--- config.mk ---
export PLATFORM = sky130hd
export DESIGN_NAME = column_dedup_compact
export DESIGN_NICKNAME = d
export VERILOG_FILES = /design/src/rtl/cdedup_pkg.sv /design/src/rtl/cdedup_front.sv /design/src/rtl/cdedup_fifo.sv /design/src/rtl/cdedup_back.sv /design/src/rtl/column_dedup_compact.sv
export VERILOG_INCLUDE_DIRS = /design/src /design/src/rtl
export SDC_FILE = /design/constraint.sdc
export NUM_CORES = 1
export LEC_CHECK = 0
export BUFFER_PORTS_ARGS = -buffer_cell sky130_fd_sc_hd__buf_2
export CAP_MARGIN = 30
export CORE_MARGIN = 8
export CORE_UTILIZATION = 65
export DETAILED_ROUTE_END_ITERATION = 16
export PLACE_DENSITY_LB_ADDON = 0.2
export SYNTH_ARGS = -nofsm -noshare
export SYNTH_HDL_FRONTEND = slang
export SYNTH_SLANG_ARGS = --single-unit
--- constraint.sdc ---
create_clock -name clock -period 10.1 [get_ports clock]
set_input_delay 1.515 -clock clock [delete_from_list [all_inputs] [get_ports clock]]
set_output_delay 1.515 -clock clock [all_outputs]
set_load 0.05 [all_outputs]
--- src/rtl/column_dedup_compact_defines.svh ---
// column_dedup_compact_defines.svh: assertion macros for the column dedup block
// included by the front and back modules; depends on nothing else

`ifndef COLUMN_DEDUP_COMPACT_DEFINES_SVH
`define COLUMN_DEDUP_COMPACT_DEFINES_SVH

// same-cycle implication, quiet while reset is high
`define CDEDUP_ASSERT(label, clk, rst, ante, cons) \
   label: assert property (@(posedge clk) disable iff (rst) (ante) |-> (cons)) \
      else $error("cdedup assertion failed");

// next-cycle implication, quiet while reset is high
`define CDEDUP_ASSERT_NEXT(label, clk, rst, ante, cons) \
   label: assert property (@(posedge clk) disable iff (rst) (ante) |=> (cons)) \
      else $error("cdedup assertion failed");

`endif

--- src/rtl/cdedup_pkg.sv ---
// cdedup_pkg: payload types, control struct and default sizes of the column dedup block
// used by the front, back and top modules; depends on nothing

package cdedup_pkg;

   // fixed width of the value fields on both channels
   localparam int FIELD_BITS = 16;

   // defaults for the top level parameters
   localparam int MAX_ROWS_DEFAULT   = 16;
   localparam int VALUE_BITS_DEFAULT = 16;

   // entries in the command queue between front and back
   localparam int QUEUE_DEPTH = 2;

   // input item
   typedef struct packed {
      logic [FIELD_BITS-1:0] element_value;
      logic                  column_end;
   } req_type;

   // result item
   typedef struct packed {
      logic [FIELD_BITS-1:0] result_value;
      logic                  is_padding;
      logic                  column_done;
   } rsp_type;

   // control part of one queued command
   typedef struct packed {
      logic emit;   // first occurrence to send out
      logic last;   // command closes the column
   } cmd_ctl_type;

endpackage

--- src/rtl/cdedup_front.sv ---
// cdedup_front: accepts elements, compares against the seen values of the column in parallel
// and queues emit / padding commands; depends on cdedup_pkg and the assertion header

`include "column_dedup_compact_defines.svh"

module cdedup_front #(
   parameter int MAX_ROWS   = cdedup_pkg::MAX_ROWS_DEFAULT,
   parameter int VALUE_BITS = cdedup_pkg::VALUE_BITS_DEFAULT,
   localparam int CMP_BITS  = (VALUE_BITS < cdedup_pkg::FIELD_BITS) ?
                              VALUE_BITS : cdedup_pkg::FIELD_BITS,
   localparam int CNT_BITS  = $clog2(MAX_ROWS + 1)
) (
   input  logic                  clock,
   input  logic                  reset,
   input  logic                  req_valid,
   output logic                  req_stall,
   input  cdedup_pkg::req_type   req_data,
   input  logic                  q_full,
   output logic                  q_push,
   output cdedup_pkg::cmd_ctl_type q_ctl,
   output logic [CMP_BITS-1:0]   q_value,
   output logic [CNT_BITS-1:0]   q_pads
);

   localparam int IDX_BITS = $clog2(MAX_ROWS);

   logic [CMP_BITS-1:0] seen_ff [MAX_ROWS];
   logic [CMP_BITS-1:0] seen_in [MAX_ROWS];
   logic [CNT_BITS-1:0] seen_count_ff, seen_count_in;
   logic [CNT_BITS-1:0] drop_count_ff, drop_count_in;

   logic [CMP_BITS-1:0] value;
   logic [MAX_ROWS-1:0] match;
   logic [CNT_BITS:0]   fill;
   logic [CNT_BITS-1:0] drop_next;
   logic                accept, room, hit, emit, dropped;

   // transfer and classification of the element
   assign req_stall = q_full;
   assign accept    = req_valid && !req_stall;
   assign value     = req_data.element_value[CMP_BITS-1:0];
   assign fill      = {1'b0, seen_count_ff} + {1'b0, drop_count_ff};
   assign room      = fill < (CNT_BITS + 1)'(MAX_ROWS);

   // parallel compare against the valid part of the seen list
   always_comb begin
      for (int i = 0; i < MAX_ROWS; i++) begin
         match[i] = (CNT_BITS'(i) < seen_count_ff) && (seen_ff[i] == value);
      end
   end

   assign hit       = |match;
   assign emit      = accept && room && !hit;
   assign dropped   = accept && room && hit;
   assign drop_next = drop_count_ff + CNT_BITS'(dropped);

   // command toward the back part
   assign q_push     = emit || (accept && req_data.column_end && (drop_next != '0));
   assign q_ctl.emit = emit;
   assign q_ctl.last = req_data.column_end;
   assign q_value    = value;
   assign q_pads     = req_data.column_end ? drop_next : '0;

   // next state of the seen list and counters
   always_comb begin
      seen_in       = seen_ff;
      seen_count_in = seen_count_ff;
      drop_count_in = drop_count_ff;
      if (emit) begin
         seen_in[seen_count_ff[IDX_BITS-1:0]] = value;
      end
      if (accept) begin
         if (req_data.column_end) begin
            seen_count_in = '0;
            drop_count_in = '0;
         end else begin
            seen_count_in = seen_count_ff + CNT_BITS'(emit);
            drop_count_in = drop_next;
         end
      end
   end

   // counters
   always_ff @(posedge clock) begin
      if (reset) begin
         seen_count_ff <= '0;
         drop_count_ff <= '0;
      end else begin
         seen_count_ff <= seen_count_in;
         drop_count_ff <= drop_count_in;
      end
   end

   // seen values, valid only below the count
   always_ff @(posedge clock) begin
      seen_ff <= seen_in;
   end

   // checks
   `CDEDUP_ASSERT(a_fill_bound, clock, reset, 1'b1, fill <= (CNT_BITS + 1)'(MAX_ROWS))
   `CDEDUP_ASSERT_NEXT(a_column_clears, clock, reset, accept && req_data.column_end, (seen_count_ff == '0) && (drop_count_ff == '0))

endmodule

--- src/rtl/cdedup_fifo.sv ---
// cdedup_fifo: short register queue of commands between front and back
// generic width and depth; depends on nothing

module cdedup_fifo #(
   parameter int WIDTH = 8,
   parameter int DEPTH = 2
) (
   input  logic             clock,
   input  logic             reset,
   input  logic             push,
   input  logic [WIDTH-1:0] push_data,
   output logic             full,
   input  logic             pop,
   output logic             pop_valid,
   output logic [WIDTH-1:0] pop_data
);

   localparam int PTR_BITS = (DEPTH > 1) ? $clog2(DEPTH) : 1;
   localparam int CNT_BITS = $clog2(DEPTH + 1);

   logic [WIDTH-1:0]    mem_ff [DEPTH];
   logic [PTR_BITS-1:0] wr_ptr_ff, wr_ptr_in;
   logic [PTR_BITS-1:0] rd_ptr_ff, rd_ptr_in;
   logic [CNT_BITS-1:0] count_ff, count_in;
   logic                do_push, do_pop;

   assign full      = (count_ff == CNT_BITS'(DEPTH));
   assign pop_valid = (count_ff != '0);
   assign pop_data  = mem_ff[rd_ptr_ff];
   assign do_push   = push && !full;
   assign do_pop    = pop && pop_valid;

   // pointer and fill update
   always_comb begin
      wr_ptr_in = wr_ptr_ff;
      rd_ptr_in = rd_ptr_ff;
      count_in  = count_ff + CNT_BITS'(do_push) - CNT_BITS'(do_pop);
      if (do_push) begin
         wr_ptr_in = (wr_ptr_ff == PTR_BITS'(DEPTH - 1)) ? '0 : wr_ptr_ff + 1'b1;
      end
      if (do_pop) begin
         rd_ptr_in = (rd_ptr_ff == PTR_BITS'(DEPTH - 1)) ? '0 : rd_ptr_ff + 1'b1;
      end
   end

   always_ff @(posedge clock) begin
      if (reset) begin
         wr_ptr_ff <= '0;
         rd_ptr_ff <= '0;
         count_ff  <= '0;
      end else begin
         wr_ptr_ff <= wr_ptr_in;
         rd_ptr_ff <= rd_ptr_in;
         count_ff  <= count_in;
      end
   end

   // storage
   always_ff @(posedge clock) begin
      if (do_push) begin
         mem_ff[wr_ptr_ff] <= push_data;
      end
   end

endmodule

--- src/rtl/cdedup_back.sv ---
// cdedup_back: expands queued commands into result transfers, one per cycle while rsp is not stalled
// holds the output register; depends on cdedup_pkg and the assertion header

`include "column_dedup_compact_defines.svh"

module cdedup_back #(
   parameter int MAX_ROWS   = cdedup_pkg::MAX_ROWS_DEFAULT,
   parameter int VALUE_BITS = cdedup_pkg::VALUE_BITS_DEFAULT,
   localparam int CMP_BITS  = (VALUE_BITS < cdedup_pkg::FIELD_BITS) ?
                              VALUE_BITS : cdedup_pkg::FIELD_BITS,
   localparam int CNT_BITS  = $clog2(MAX_ROWS + 1)
) (
   input  logic                    clock,
   input  logic                    reset,
   input  logic                    q_valid,
   output logic                    q_pop,
   input  cdedup_pkg::cmd_ctl_type q_ctl,
   input  logic [CMP_BITS-1:0]     q_value,
   input  logic [CNT_BITS-1:0]     q_pads,
   output logic                    rsp_valid,
   input  logic                    rsp_stall,
   output cdedup_pkg::rsp_type     rsp_data
);

   localparam int FIELD_BITS = cdedup_pkg::FIELD_BITS;

   logic                cur_valid_ff, cur_valid_in;
   logic                cur_emit_ff, cur_emit_in;
   logic                cur_last_ff, cur_last_in;
   logic [CMP_BITS-1:0] cur_value_ff, cur_value_in;
   logic [CNT_BITS-1:0] cur_pads_ff, cur_pads_in;
   logic                rsp_valid_ff, rsp_valid_in;
   cdedup_pkg::rsp_type rsp_data_ff, rsp_data_in;

   logic out_free, gen, finished;

   assign out_free = !rsp_valid_ff || !rsp_stall;
   assign q_pop    = !cur_valid_ff && q_valid;
   assign gen      = cur_valid_ff && out_free;
   assign finished = cur_emit_ff ? (cur_pads_ff == '0) : (cur_pads_ff == CNT_BITS'(1));

   // one result per cycle from the current command while the output is not stalled
   always_comb begin
      cur_valid_in = cur_valid_ff;
      cur_emit_in  = cur_emit_ff;
      cur_last_in  = cur_last_ff;
      cur_value_in = cur_value_ff;
      cur_pads_in  = cur_pads_ff;
      rsp_valid_in = rsp_valid_ff;
      rsp_data_in  = rsp_data_ff;

      // load the next command when idle
      if (q_pop) begin
         cur_valid_in = 1'b1;
         cur_emit_in  = q_ctl.emit;
         cur_last_in  = q_ctl.last;
         cur_value_in = q_value;
         cur_pads_in  = q_pads;
      end

      if (out_free) begin
         rsp_valid_in = gen;
      end

      if (gen) begin
         if (cur_emit_ff) begin
            // first occurrence, then any padding
            rsp_data_in.result_value = FIELD_BITS'(cur_value_ff);
            rsp_data_in.is_padding   = 1'b0;
            rsp_data_in.column_done  = cur_last_ff && (cur_pads_ff == '0);
            cur_emit_in              = 1'b0;
         end else begin
            // padding zero
            rsp_data_in.result_value = '0;
            rsp_data_in.is_padding   = 1'b1;
            rsp_data_in.column_done  = cur_last_ff && (cur_pads_ff == CNT_BITS'(1));
            cur_pads_in              = cur_pads_ff - 1'b1;
         end
         if (finished) begin
            cur_valid_in = 1'b0;
         end
      end
   end

   always_ff @(posedge clock) begin
      if (reset) begin
         cur_valid_ff <= 1'b0;
         rsp_valid_ff <= 1'b0;
      end else begin
         cur_valid_ff <= cur_valid_in;
         rsp_valid_ff <= rsp_valid_in;
      end
   end

   // command and result payload
   always_ff @(posedge clock) begin
      cur_emit_ff  <= cur_emit_in;
      cur_last_ff  <= cur_last_in;
      cur_value_ff <= cur_value_in;
      cur_pads_ff  <= cur_pads_in;
      rsp_data_ff  <= rsp_data_in;
   end

   assign rsp_valid = rsp_valid_ff;
   assign rsp_data  = rsp_data_ff;

   // checks
   `CDEDUP_ASSERT_NEXT(a_entry_retires, clock, reset, gen && finished, !cur_valid_ff)
   `CDEDUP_ASSERT(a_pad_entry_nonempty, clock, reset, cur_valid_ff && !cur_emit_ff, cur_pads_ff != '0)

endmodule

--- src/rtl/column_dedup_compact.sv ---
// column_dedup_compact: one element per transfer in; first occurrences out, padding zeros at column end.
// A result passes the command queue, the back's current-command register and its output register.
// Throughput: the front takes one element per cycle while the two-entry command queue has room;
// the back sends one result per cycle while rsp is not stalled, and loads a queued command only
// when it holds none, so it cannot take a new command before it is through with the last one.
// Reset (synchronous): counters, queue, current command and output valid clear; the seen list needs no clearing.

module column_dedup_compact #(
   parameter int MAX_ROWS   = cdedup_pkg::MAX_ROWS_DEFAULT,
   parameter int VALUE_BITS = cdedup_pkg::VALUE_BITS_DEFAULT
) (
   input  logic                clock,
   input  logic                reset,
   input  logic                req_valid,
   output logic                req_stall,
   input  cdedup_pkg::req_type req_data,
   output logic                rsp_valid,
   input  logic                rsp_stall,
   output cdedup_pkg::rsp_type rsp_data
);

   localparam int CMP_BITS = (VALUE_BITS < cdedup_pkg::FIELD_BITS) ?
                             VALUE_BITS : cdedup_pkg::FIELD_BITS;
   localparam int CNT_BITS = $clog2(MAX_ROWS + 1);
   localparam int CMD_BITS = $bits(cdedup_pkg::cmd_ctl_type) + CMP_BITS + CNT_BITS;

   logic                    push, full, pop, pop_valid;
   cdedup_pkg::cmd_ctl_type push_ctl, pop_ctl;
   logic [CMP_BITS-1:0]     push_value, pop_value;
   logic [CNT_BITS-1:0]     push_pads, pop_pads;
   logic [CMD_BITS-1:0]     push_cmd, pop_cmd;

   // element classification and seen list
   cdedup_front #(
      .MAX_ROWS   (MAX_ROWS),
      .VALUE_BITS (VALUE_BITS)
   ) u_front (
      .clock     (clock),
      .reset     (reset),
      .req_valid (req_valid),
      .req_stall (req_stall),
      .req_data  (req_data),
      .q_full    (full),
      .q_push    (push),
      .q_ctl     (push_ctl),
      .q_value   (push_value),
      .q_pads    (push_pads)
   );

   // command queue
   assign push_cmd = {push_ctl, push_value, push_pads};
   assign {pop_ctl, pop_value, pop_pads} = pop_cmd;

   cdedup_fifo #(
      .WIDTH (CMD_BITS),
      .DEPTH (cdedup_pkg::QUEUE_DEPTH)
   ) u_queue (
      .clock     (clock),
      .reset     (reset),
      .push      (push),
      .push_data (push_cmd),
      .full      (full),
      .pop       (pop),
      .pop_valid (pop_valid),
      .pop_data  (pop_cmd)
   );

   // result generation and output register
   cdedup_back #(
      .MAX_ROWS   (MAX_ROWS),
      .VALUE_BITS (VALUE_BITS)
   ) u_back (
      .clock     (clock),
      .reset     (reset),
      .q_valid   (pop_valid),
      .q_pop     (pop),
      .q_ctl     (pop_ctl),
      .q_value   (pop_value),
      .q_pads    (pop_pads),
      .rsp_valid (rsp_valid),
      .rsp_stall (rsp_stall),
      .rsp_data  (rsp_data)
   );

endmodule
# Yosys cells after proc, flatten, opt, wreduce, memory -nomap -nowiden
# Memories as Yosys holds them, arrays and structs flattened. A register that Yosys moved wholly into a read port is not among the register bits.
# Index checks and enable logic that the tools add are counted.
# word_totals
reg_bits	313
ram_bits	46
out_inout_bits	20
elab_cells	140
memories	1
# op_classes
add_sub_neg	8
order_cmp	19
n_eq_ne	18
muxes	23
bitwise_logic	1
reduce_logical	40
# mem_list
name	depth	width	rd	rd_clocked_by_memory_dff	wr	line	rtl
u_queue.mem_ff	2	23	1	1	1	cdedup_fifo.sv:21	logic [WIDTH-1:0] mem_ff [DEPTH];
# op_table
operator	n
bitwise mux 256 bit	1
equality test 16 bit	16
demux 16 bit (select 4 bit)	1
< comparator 4 x 5 -> 1 bit (first input constant)	8
two-way mux 5 bit	6
logical AND 1 bit	29
< comparator 3 x 5 -> 1 bit (first input constant)	4
two-way mux 16 bit	1
OR reduction 16 bit	1
two-way mux 1 bit	13
adder 5 x 1 -> 5 bit	2
< comparator 1 x 5 -> 1 bit (first input constant)	2
< comparator 2 x 5 -> 1 bit (first input constant)	2
adder 5 x 5 -> 6 bit	1
< comparator 6 x 5 -> 1 bit (second input constant)	1
equality test 5 x 1 -> 1 bit (second input constant)	1
greater-or-equal comparator 5 bit (second input constant)	1
logical NOT 1 bit	5
logical NOT 5 bit	1
< comparator 5 x 1 -> 1 bit (second input constant)	1
NOT 4 -> 5 bit	1
nonzero test 5 bit	1
subtractor 5 x 1 -> 5 bit (second input constant)	1
adder 1 bit (second input constant)	2
6 further kinds	7

# Logic depth before layout (Yosys ltp)
# Gate-level depths: netlist of run 1.
# logic_depth
depth_word	12
depth_mapped	20
depth_no_buf	17

# Modules after synthesis
# Synthesis of run 1 repeated with hierarchy kept, for this count alone.
# unflattened
cells_unflattened	1002
area_unflattened_um2	15613.7
# by_module_without_submodules
module	n_inst	cells_per_inst	area_per_inst_um2	seq_area_each_um2
cdedup_front	1	801	12117.9	7887.6
cdedup_fifo	1	98	1886.8	1481.4
cdedup_back	1	103	1609.0	1211.2

# Least setup slack after synthesis of run 1
# Ideal clock, no wire load.
# synth_path
path_kind	input to register
start	input port req_data[6] (netlist bit)
end	memory u_queue.mem_ff[1][0] (netlist bit), enable pin
setup_time_ns	0.438
arrival_time_ns	5.609
t_required_ns	9.662
slack_ns	4.053
cell_stages	16
path_cell_list	buf_4 > buf_6 > xor2_1 > nor4_1 > nand4_1 > o32ai_1 > nor4_1 > a21oi_1 > ha_1 > ha_1 > clkbuf_1 > nor3_1 > a31oi_1 > or4_1 > nand4_1 > a21boi_0
# synth_via
elab_chain_cells	11
# synth_lines
element	line	rtl
start, declared	column_dedup_compact.sv:16	input cdedup_pkg::req_type req_data,
equality test 16 bit	cdedup_front.sv:48	match[i] = (CNT_BITS'(i) < seen_count_ff) && (seen_ff[i] == value);
logical AND 1 bit	cdedup_front.sv:48	
OR reduction 16 bit *	cdedup_front.sv:52	assign hit = |match;
logical AND 1 bit	cdedup_front.sv:54	assign dropped = accept && room && hit;
adder 5 x 1 -> 5 bit	cdedup_front.sv:55	assign drop_next = drop_count_ff + CNT_BITS'(dropped);
nonzero test 5 bit	cdedup_front.sv:58	assign q_push = emit || (accept && req_data.column_end && (drop_next != '0));
logical AND 1 bit	cdedup_front.sv:58	
logical OR 1 bit *	cdedup_front.sv:58	
logical AND 1 bit *	cdedup_fifo.sv:30	assign do_push = push && !full;
two-way mux 1 bit *	cdedup_fifo.sv:60	if (do_push) begin
two-way mux 1 bit (not written as such) *	cdedup_fifo.sv:61	mem_ff[wr_ptr_ff] <= push_data;
end, declared	cdedup_fifo.sv:21	
# Every way passes the cells marked *; elsewhere a longest branch is shown, timed or not.

# Final worst setup path of run 1
# layout_path
start	input port req_data[12] (netlist bit)
end	memory u_queue.mem_ff[1][18] (netlist bit), enable pin
# Same word-level chain as after synthesis.

==> results of run 1 <==
[power breakdown]
group,leakage (uW),switching [uW],internal (uW)
logic,0.00209,343,160
registers,0.00327,49.8,1780
clock network,0.000553,548,701
[metal layers]
| layer | track usage [%] | wire length [um] | up-vias |
|---|---|---|---|
| met5 | 0 | 0 | - |
| met1 | 28.9 | 14100 | 4492 |
| met3 | 3.66 | 1860 | 75 |
| met4 | 7.98 | 1010 | 0 |
| li1 | - | - | 4235 |
| met2 | 35.6 | 15600 | 318 |
[critical path, stage by stage]
cell	delay (ps)
buf_2	740
xor2_1	200
nor4_1	340
nand4_1	110
o32ai_1	480
nor4_1	130
a21oi_1	150
ha_1	190
ha_1	310
nor3_1	80
a31oi_1	140
or4_1	120
nand4_1	250
a21boi_2	560
buf_4	330
[path summary, 6_finish.rpt]
| path | startpoint | end | slack, ps | cells past startpoint |
|---|---|---|---|---|
| max | req_data[12] | u_queue.mem_ff[1][18]$_DFFE_PP_ | 4630 | 15 |
| min | u_back.cur_value_ff[15]$_DFFE_PP_ | u_back.rsp_data[17]$_SDFFCE_PN0P_ | 520 | 1 |
| max reg2reg | u_front.seen_count_ff[2]$_SDFFE_PP0P_ | u_queue.count_ff[1]$_SDFF_PP0_ | 5680 | 17 |
| min reg2reg | u_back.cur_value_ff[15]$_DFFE_PP_ | u_back.rsp_data[17]$_SDFFCE_PN0P_ | 520 | 1 |
[kinds of logic (layout without fill, tap and decap cells)]
group                      Yosys count  after routing  synth area share [%]
adders and majority gates           13             13                  1.02
and+or+nand+nor                    308            308                  10.9
muxes                               24             24                  1.63
xor gates and xnor gates           266            266                  14.6
buffers and inverters               65            141                  2.89
AOI/OAI and AO/OA                   73             73                  2.92
DFF                                360            360                  66.1
[final cells by class]
class	count	area share, %
flip-flops and latches	360	60.0
multi-input cells	684	28.7
clock buffers	46	5.61
repair buffers	66	2.56
well taps	324	2.30
clock inverters	19	0.667
inverters	10	0.213
[cells in the mapped netlist, drive strengths merged, types with 3 or more instances]
cell,number
edfxtp,337
xor2,226
nor4,97
nor2,44
buf,41
xnor2,40
nor3,29
nand2,28
nand3,26
and2,23
dfxtp,23
a21oi,22
nand4,22
mux2,17
clkbuf,14
ha,13
o22ai,11
o21ai,10
inv,9
a211oi,7
mux2i,7
a31oi,5
nand3b,5
nor3b,5
nand2b,4
nor2b,4
nor4b,4
or4,4
or2,3
or3,3
[stage by stage]
step           total power (uW)  hold slack (ps)  util (%)  setup slack [ps]  instance area, um2
4_1_cts                    3600              524      72.6              4620               17600
2_1_floorplan              2230              478         -              4050               16000
3_5_place_dp               2360              509      68.0              4090               16500
3_3_place_gp               2330              493      67.7              4160               16400
6_report                   3580              520      72.7              4630               17600
5_1_grt                    3710              530      72.7              4300               17600
[state kept, by name, indices dropped and copies added (netlist names), 2 cells and up, named ones only]
register               count
u_front.seen_ff          256
u_queue.mem_ff            46
u_back.rsp_data           18
u_back.cur_value_ff       16
u_back.cur_pads_ff         5
u_front.drop_count_ff      5
u_front.seen_count_ff      5
u_queue.count_ff           2
[layout by cell type, fill, tap and decap left out, types with 17 or more instances in the layout]
cell type  count
mux2_2        17
nor2_1        43
nand4_1       22
nand3_1       26
clkbuf_16     37
buf_4         20
edfxtp_1     337
nor4_1        92
xor2_1       226
dfxtp_1       23
a21oi_1       20
buf_2         40
xnor2_1       40
nand2_1       28
and2_1        23
==> results.yml, run 1 <==
clock_network:
  cts_resized: 0
  insertion_delay_ps: 530
  cts_tree: "yes"
  cts_hold_buf: 0
  clk_pin_slew_ps: 60
  root_buffer: "clkbuf_16"
  cts_sinks: 360
  cts_made_buffers: 37
  cts_max_level: 2
  clockBufferDepth: 3
  postCtsSetupBuffers: 0
drt:
  drt_iter0_markers: 769
  drc: 0
  routed_wirelength_mm: 32.7
  ant_nets: 0
  vias: 9120
  firstDrtPassIters: 6
  viasPerCell: 6.04
  routedWlPerCell_um: 21.6
flow_run:
  cap_violations: 0
global_routing:
  antenna_found_initial: 0
  track_usage_pct: 21.7
  grt_pass1_vias: 9366
  grt_remaining_overflow: 0
  grt_first_pass_wirelength_mm: 51.6
  grt_max_degree: 36
placement:
  post-dp-hpwl_mm: 19.7
  io_buffers: 40
  gp_congestion: 0.851
  placed_cells: 1442
sta:
  tns_ps: 0
  slew_headroom_pct: 33.7
  rsz0062_at_grt: "no"
  slew_viol_final: 0
  fin_crit_sh_pct: 54.2
  min_period_ps: 5470
  final-hold-violation-count: 0
  max_freq_mhz: 183
  fin_skew_ps: 19.1
  setup_viol: 0
  max_slew.worst_pin.slew_ps: 995
layout:
  nets: 1193
  fin_cells: 1509
  multi_input_area_um2: 5050
  fill_cells: 1595
  drive_above_1_share_pct: 13.8
  seq_area_um2: 10600
  area_growth_pct: 10.2
  antenna_cells: 0
yosys:
  synth_top_area_cell: "edfxtp_1"
  synth_top_area_share_pct: 63.2
  synth_nets: 1143
  synth.avg_cell_area_um2: 14.4
  synthCells: 1109
  synth.ff_latch_count: 360
  async_reset_ff_share_pct: 0
  synth_enable_flop_cells: 337
  synth_warnings: 0
  ys_seq_area_share_pct: 66.1
  synth_top_flop_cell: "edfxtp_1"
  netlist_top_cells_area: "edfxtp_1, xor2_1, nor4_1, dfxtp_1, xnor2_1"
  synth_cell_types: 61
  syn_area_um2: 16000
die:
  dieArea_um2: 29900
  core_um2: 24200
  core.rowCount: 57
  fp.dieH_um: 173
  die_w_um: 173
  initial_core_util_pct: 66.0
  ios: 41
pwr:
  peakVddDrop_mv: 0.185
  p_leak_uw: 0.00591
  p_per_area_nw_per_um2: 203
critical_path:
  cp-end-kind: "register"
  start_kind: "input pin"
  required_ps: 10320
  timing_worst_setup_path_type: "in -> reg"
  worstPathArrival_ps: 5690
  cp_max_fo: 34
outcome:
  outcome: "complete, no violations"
min_path:
  hold_class: "reg -> reg"
(Power assumes the default switching activity.)
==> inputs of run 2 (changes only) <==
--- a/config.mk
+++ b/config.mk
@@ -9,7 +9,7 @@
 export BUFFER_PORTS_ARGS = -buffer_cell sky130_fd_sc_hd__buf_2
 export CAP_MARGIN = 30
 export CORE_MARGIN = 8
-export CORE_UTILIZATION = 65
+export CORE_UTILIZATION = 56
 export DETAILED_ROUTE_END_ITERATION = 16
 export PLACE_DENSITY_LB_ADDON = 0.2
 export SYNTH_ARGS = -nofsm -noshare
==> constraint.sdc (replaced) <==
create_clock -name clock -period 4.6 [get_ports clock]
set_input_delay 0.69 -clock clock [delete_from_list [all_inputs] [get_ports clock]]
set_output_delay 0.69 -clock clock [all_outputs]
set_load 0.05 [all_outputs]
==> results.yml, run 2 (synthesis results as in run 1) <==
global_routing:
  grt_first_pass_wirelength_mm: 54.3
  grtUsageMet1_pct: 26.8
  grt_pass1_vias: 9632
  antenna_found_initial: 0
  busiest_layer: "met2"
  grt_max_degree: 24
  grtUsageMet2_pct: 33.7
  track_usage_pct: 20.8
  grt_remaining_overflow: 0
  grt_util_met3_pct: 3.83
critical_path:
  start_kind: "input pin"
  r2r_setup_slack_ps: 650
  rr_endpoint: "u_queue.count_ff[1]$_SDFF_PP0_"
  worstPathArrival_ps: 4390
  crit_path_cell_trace: "buf_2 -> buf_4 -> xor2_1 -> a2111oi_0 -> nand3_1 -> o22ai_1 -> nor4_1 -> a21oi_1 -> ha_1 -> ha_1 -> or4_1 -> nand4_1 -> nand2_1 -> ha_1 -> xor2_1 -> xnor2_1 -> nor2_1"
  cp_common_cell: "ha_1"
  timing_worst_setup_path_type: "in -> reg"
  cp_max_fo: 17
  required_ps: 5000
  crit_start: "req_data[12]"
  cp-end-kind: "register"
  critical_path.max_stage_delay_ps: 510
  reg2reg_from: "u_front.seen_count_ff[3]$_SDFFE_PP0P_"
  reg2reg_depth: 16
  worst_path_max_delay_cell: "or4_1"
drt:
  viasPerCell: 5.79
  routed_wirelength_mm: 35.4
  vias: 9483
  ant_nets: 0
  drt_iter0_markers: 682
  firstDrtPassIters: 5
  routedWlPerCell_um: 21.6
  drc: 0
sta:
  rsz0062_at_grt: "no"
  slew_viol_final: 0
  fin_ws_ps: 614
  whs_ps: 419
  fin_crit_sh_pct: 86.7
  final-hold-violation-count: 0
  max_freq_mhz: 251
  min_period_ps: 3990
  fin_skew_ps: 16.2
  max_slew.worst_pin.slew_ps: 763
  slew_headroom_pct: 49.1
  tns_ps: 0
  setup_viol: 0
min_path:
  hold_class: "in -> reg"
  min_path_cells: 3
  min-delay-start: "rsp_stall"
  hold_end: "u_back.rsp_valid$_SDFFE_PP0N_"
clock_network:
  cts_resized: 0
  cts_hold_buf: 0
  clockBufferDepth: 3
  insertion_delay_ps: 530
  cts_max_level: 2
  postCtsSetupBuffers: 0
  cts_made_buffers: 39
  root_buffer: "clkbuf_16"
  cts_tree: "yes"
  clk_pin_slew_ps: 60
  cts_sinks: 360
layout:
  seq_area_um2: 10600
  final_common_cell: "edfxtp_1"
  area_growth_pct: 15.8
  fill_cells: 2114
  final_cell_mix: "edfxtp_1, xor2_1, nor4_1"
  final_area_um2: 18500
  nets: 1262
  largest_reg_flops: 256
  multi_input_area_um2: 5050
  antenna_cells: 0
  drive_above_1_share_pct: 18.4
  top_register: "u_front.seen_ff"
die:
  core_um2: 28400
  initial_core_util_pct: 56.4
  die_w_um: 185
  core.rowCount: 62
  ios: 41
  dieArea_um2: 34200
  fp.dieH_um: 185
placement:
  dp_slack_ps: 118
  post-dp-hpwl_mm: 23.6
  postPlaceCellArea_um2: 17300
  io_buffers: 40
  gp_congestion: 0.883
flow_run:
  cap_violations: 0
outcome:
  outcome: "complete, no violations"
pwr:
  p_leak_uw: 0.00635
  p_per_area_nw_per_um2: 447
  peakVddDrop_mv: 0.359
==> run 2: final cells by class <==
class | instances | share of cell area, %
clock buffers | 50 | 5.83
clock inverters | 17 | 0.999
inverters | 10 | 0.203
multi-input cells | 684 | 27.3
flip-flops and latches | 360 | 57.1
well taps | 384 | 2.59
repair buffers | 133 | 6.03
==> run 2: layer usage <==
metal / part of all wire (%) / wire length (um)
met1: 43 / 15200
met2: 47 / 16700
met3: 5.4 / 1920
met4: 4.4 / 1570
met5: 0 / 0
==> run 2: worst max-delay path by stage <==
stage	endpoint	slack [ps]	cells past startpoint
after floorplan	u_queue.mem_ff[0][0]$_DFFE_PP_	410	16
after global placement	u_queue.count_ff[1]$_SDFF_PP0_	140	19
after detailed placement	u_queue.count_ff[1]$_SDFF_PP0_	120	17
after CTS	u_queue.count_ff[1]$_SDFF_PP0_	640	16
after global routing	u_queue.count_ff[1]$_SDFF_PP0_	310	19
final	u_queue.count_ff[1]$_SDFF_PP0_	610	17
==> run 2: where the power goes <==
part | internal (uW) | total [uW] | leakage, uW | switching, uW
Clock | 1870 | 3090 | 0.000610 | 1220
Sequential | 3900 | 4010 | 0.00327 | 111
Combinational | 415 | 1180 | 0.00247 | 769
Total | 6190 | 8280 | 0.00635 | 2090
==> run 2: worst max-delay path: cells and delay by family <==
| kind | cells | cell delay, ps |
|---|---|---|
| xor+xnor | 3 | 530 |
| simple gates | 6 | 1240 |
| buf+inv | 2 | 780 |
| fa+ha+maj | 3 | 800 |
| compound gates | 3 | 370 |
==> run 2: metrics by stage <==
step           power (uW)  instances  utilization [%]
6_report             8280       1638             65.3
5_1_grt              8610       1638             65.3
4_1_cts              8350       1638             65.3
3_5_place_dp         5280       1571             60.8
3_3_place_gp         5230       1570             60.7
2_1_floorplan        4890       1109                -
==> inputs of run 3 (changes only) <==
--- a/config.mk
+++ b/config.mk
@@ -10,6 +10,7 @@
 export CAP_MARGIN = 30
 export CORE_MARGIN = 8
 export CORE_UTILIZATION = 56
+export CTS_BUF_LIST = sky130_fd_sc_hd__clkbuf_16
 export DETAILED_ROUTE_END_ITERATION = 16
 export PLACE_DENSITY_LB_ADDON = 0.2
 export SYNTH_ARGS = -nofsm -noshare
==> results.yml, run 3 (synthesis results as in run 1) <==
die:
  fp.dieH_um: 185
  dieArea_um2: 34200
  core_um2: 28400
  initial_core_util_pct: 56.4
  core.rowCount: 62
  die_w_um: 185
  ios: 41
layout:
  final_cell_mix: "edfxtp_1, xor2_1, nor4_1"
  multi_input_area_um2: 5050
  antenna_cells: 0
  largest_reg_flops: 256
  fill_cells: 2119
  area_growth_pct: 15.7
  final_common_cell: "edfxtp_1"
  nets: 1262
  drive_above_1_share_pct: 18.3
  top_register: "u_front.seen_ff"
  seq_area_um2: 10600
drt:
  routedWlPerCell_um: 21.6
  drc: 0
  drt_iter0_markers: 707
  viasPerCell: 5.78
  ant_nets: 0
  vias: 9472
  firstDrtPassIters: 5
  routed_wirelength_mm: 35.4
sta:
  slew_headroom_pct: 49.1
  tns_ps: 0
  setup_viol: 0
  min_period_ps: 3980
  slew_viol_final: 0
  whs_ps: 417
  fin_skew_ps: 15.8
  final-hold-violation-count: 0
  rsz0062_at_grt: "no"
  fin_crit_sh_pct: 86.5
  max_slew.worst_pin.slew_ps: 763
  max_freq_mhz: 251
global_routing:
  grt_max_degree: 24
  busiest_layer: "met2"
  grtUsageMet1_pct: 26.8
  grt_util_met3_pct: 3.83
  grt_pass1_vias: 9634
  track_usage_pct: 20.8
  grt_remaining_overflow: 0
  grtUsageMet2_pct: 33.7
  antenna_found_initial: 0
  grt_first_pass_wirelength_mm: 54.3
clock_network:
  cts_made_buffers: 39
  clk_pin_slew_ps: 60
  cts_max_level: 2
  insertion_delay_ps: 530
  cts_resized: 0
  root_buffer: "clkbuf_16"
  cts_sinks: 360
  cts_hold_buf: 0
  cts_tree: "yes"
  clockBufferDepth: 3
  postCtsSetupBuffers: 0
placement:
  io_buffers: 40
  post-dp-hpwl_mm: 23.6
  gp_congestion: 0.883
critical_path:
  worstPathArrival_ps: 4390
  cp_common_cell: "ha_1"
  cp-end-kind: "register"
  cp_max_fo: 17
  required_ps: 5000
  crit_path_cell_trace: "buf_2 -> buf_4 -> xor2_1 -> a2111oi_0 -> nand3_1 -> o22ai_1 -> nor4_1 -> a21oi_1 -> ha_1 -> ha_1 -> or4_1 -> nand4_1 -> nand2_1 -> ha_1 -> xor2_1 -> xnor2_1 -> nor2_1"
  worst_path_max_delay_cell: "or4_1"
  critical_path.max_stage_delay_ps: 510
  start_kind: "input pin"
  timing_worst_setup_path_type: "in -> reg"
outcome:
  outcome: "complete, no violations"
pwr:
  p_per_area_nw_per_um2: 445
  p_leak_uw: 0.00637
  peakVddDrop_mv: 0.360
flow_run:
  cap_violations: 0
min_path:
  hold_class: "in -> reg"
-- run 3: cell types whose count changed in the layout (fill, tap and decap cells not counted) --
cell,delta
inv_1,+7
clkbuf_1,-7
clkinv_1,+2
clkbuf_8,-2
-- run 3: worst paths after layout --
check                                        start                              to  slack, ps  cells past startpoint
min reg2reg          u_back.rsp_valid$_SDFFE_PP0N_   u_back.rsp_valid$_SDFFE_PP0N_        510                      2
max reg2reg  u_front.seen_count_ff[3]$_SDFFE_PP0P_  u_queue.count_ff[1]$_SDFF_PP0_        660                     16
max                                   req_data[12]  u_queue.count_ff[1]$_SDFF_PP0_        620                     17
min                                      rsp_stall   u_back.rsp_valid$_SDFFE_PP0N_        420                      3
-- run 3: power by group --
part	internal, uW	switching (uW)	leakage [uW]
logic	415	768	0.00247
registers	3900	111	0.00327
clock network	1820	1210	0.000628
-- run 3: stage by stage --
stage,power (uW),instances,area [um2],utilization (%),worst slack [ps]
after floorplan,4890,1109,16000,-,410
after global placement,5230,1570,17200,60.7,136
after detailed placement,5280,1571,17300,60.8,118
after CTS,8300,1638,18500,65.2,636
after global routing,8550,1638,18500,65.2,307
final,8230,1638,18500,65.2,619
-- run 3: layout make-up --
class	instances	area share, %
multi-input combinational	684	27.3
inverter	10	0.203
sequential	360	57.1
clock buffer	41	5.54
clock inverter	26	1.18
tap	384	2.59
timing repair buffer	133	6.04
-- run 3: routing by layer --
layer | wire length [um] | up-vias
li1 | - | 4391
met1 | 15000 | 4676
met2 | 16700 | 316
met3 | 2070 | 89
met4 | 1580 | 0
met5 | 0 | -
-- run 3: critical path, delay by kind of cell --
family	cells	cell delay, ps
AOI/OAI and AO/OA	3	370
buffers and inverters	2	780
adders and majority gates	3	790
xor gates and xnor gates	3	530
and+or+nand+nor	6	1240
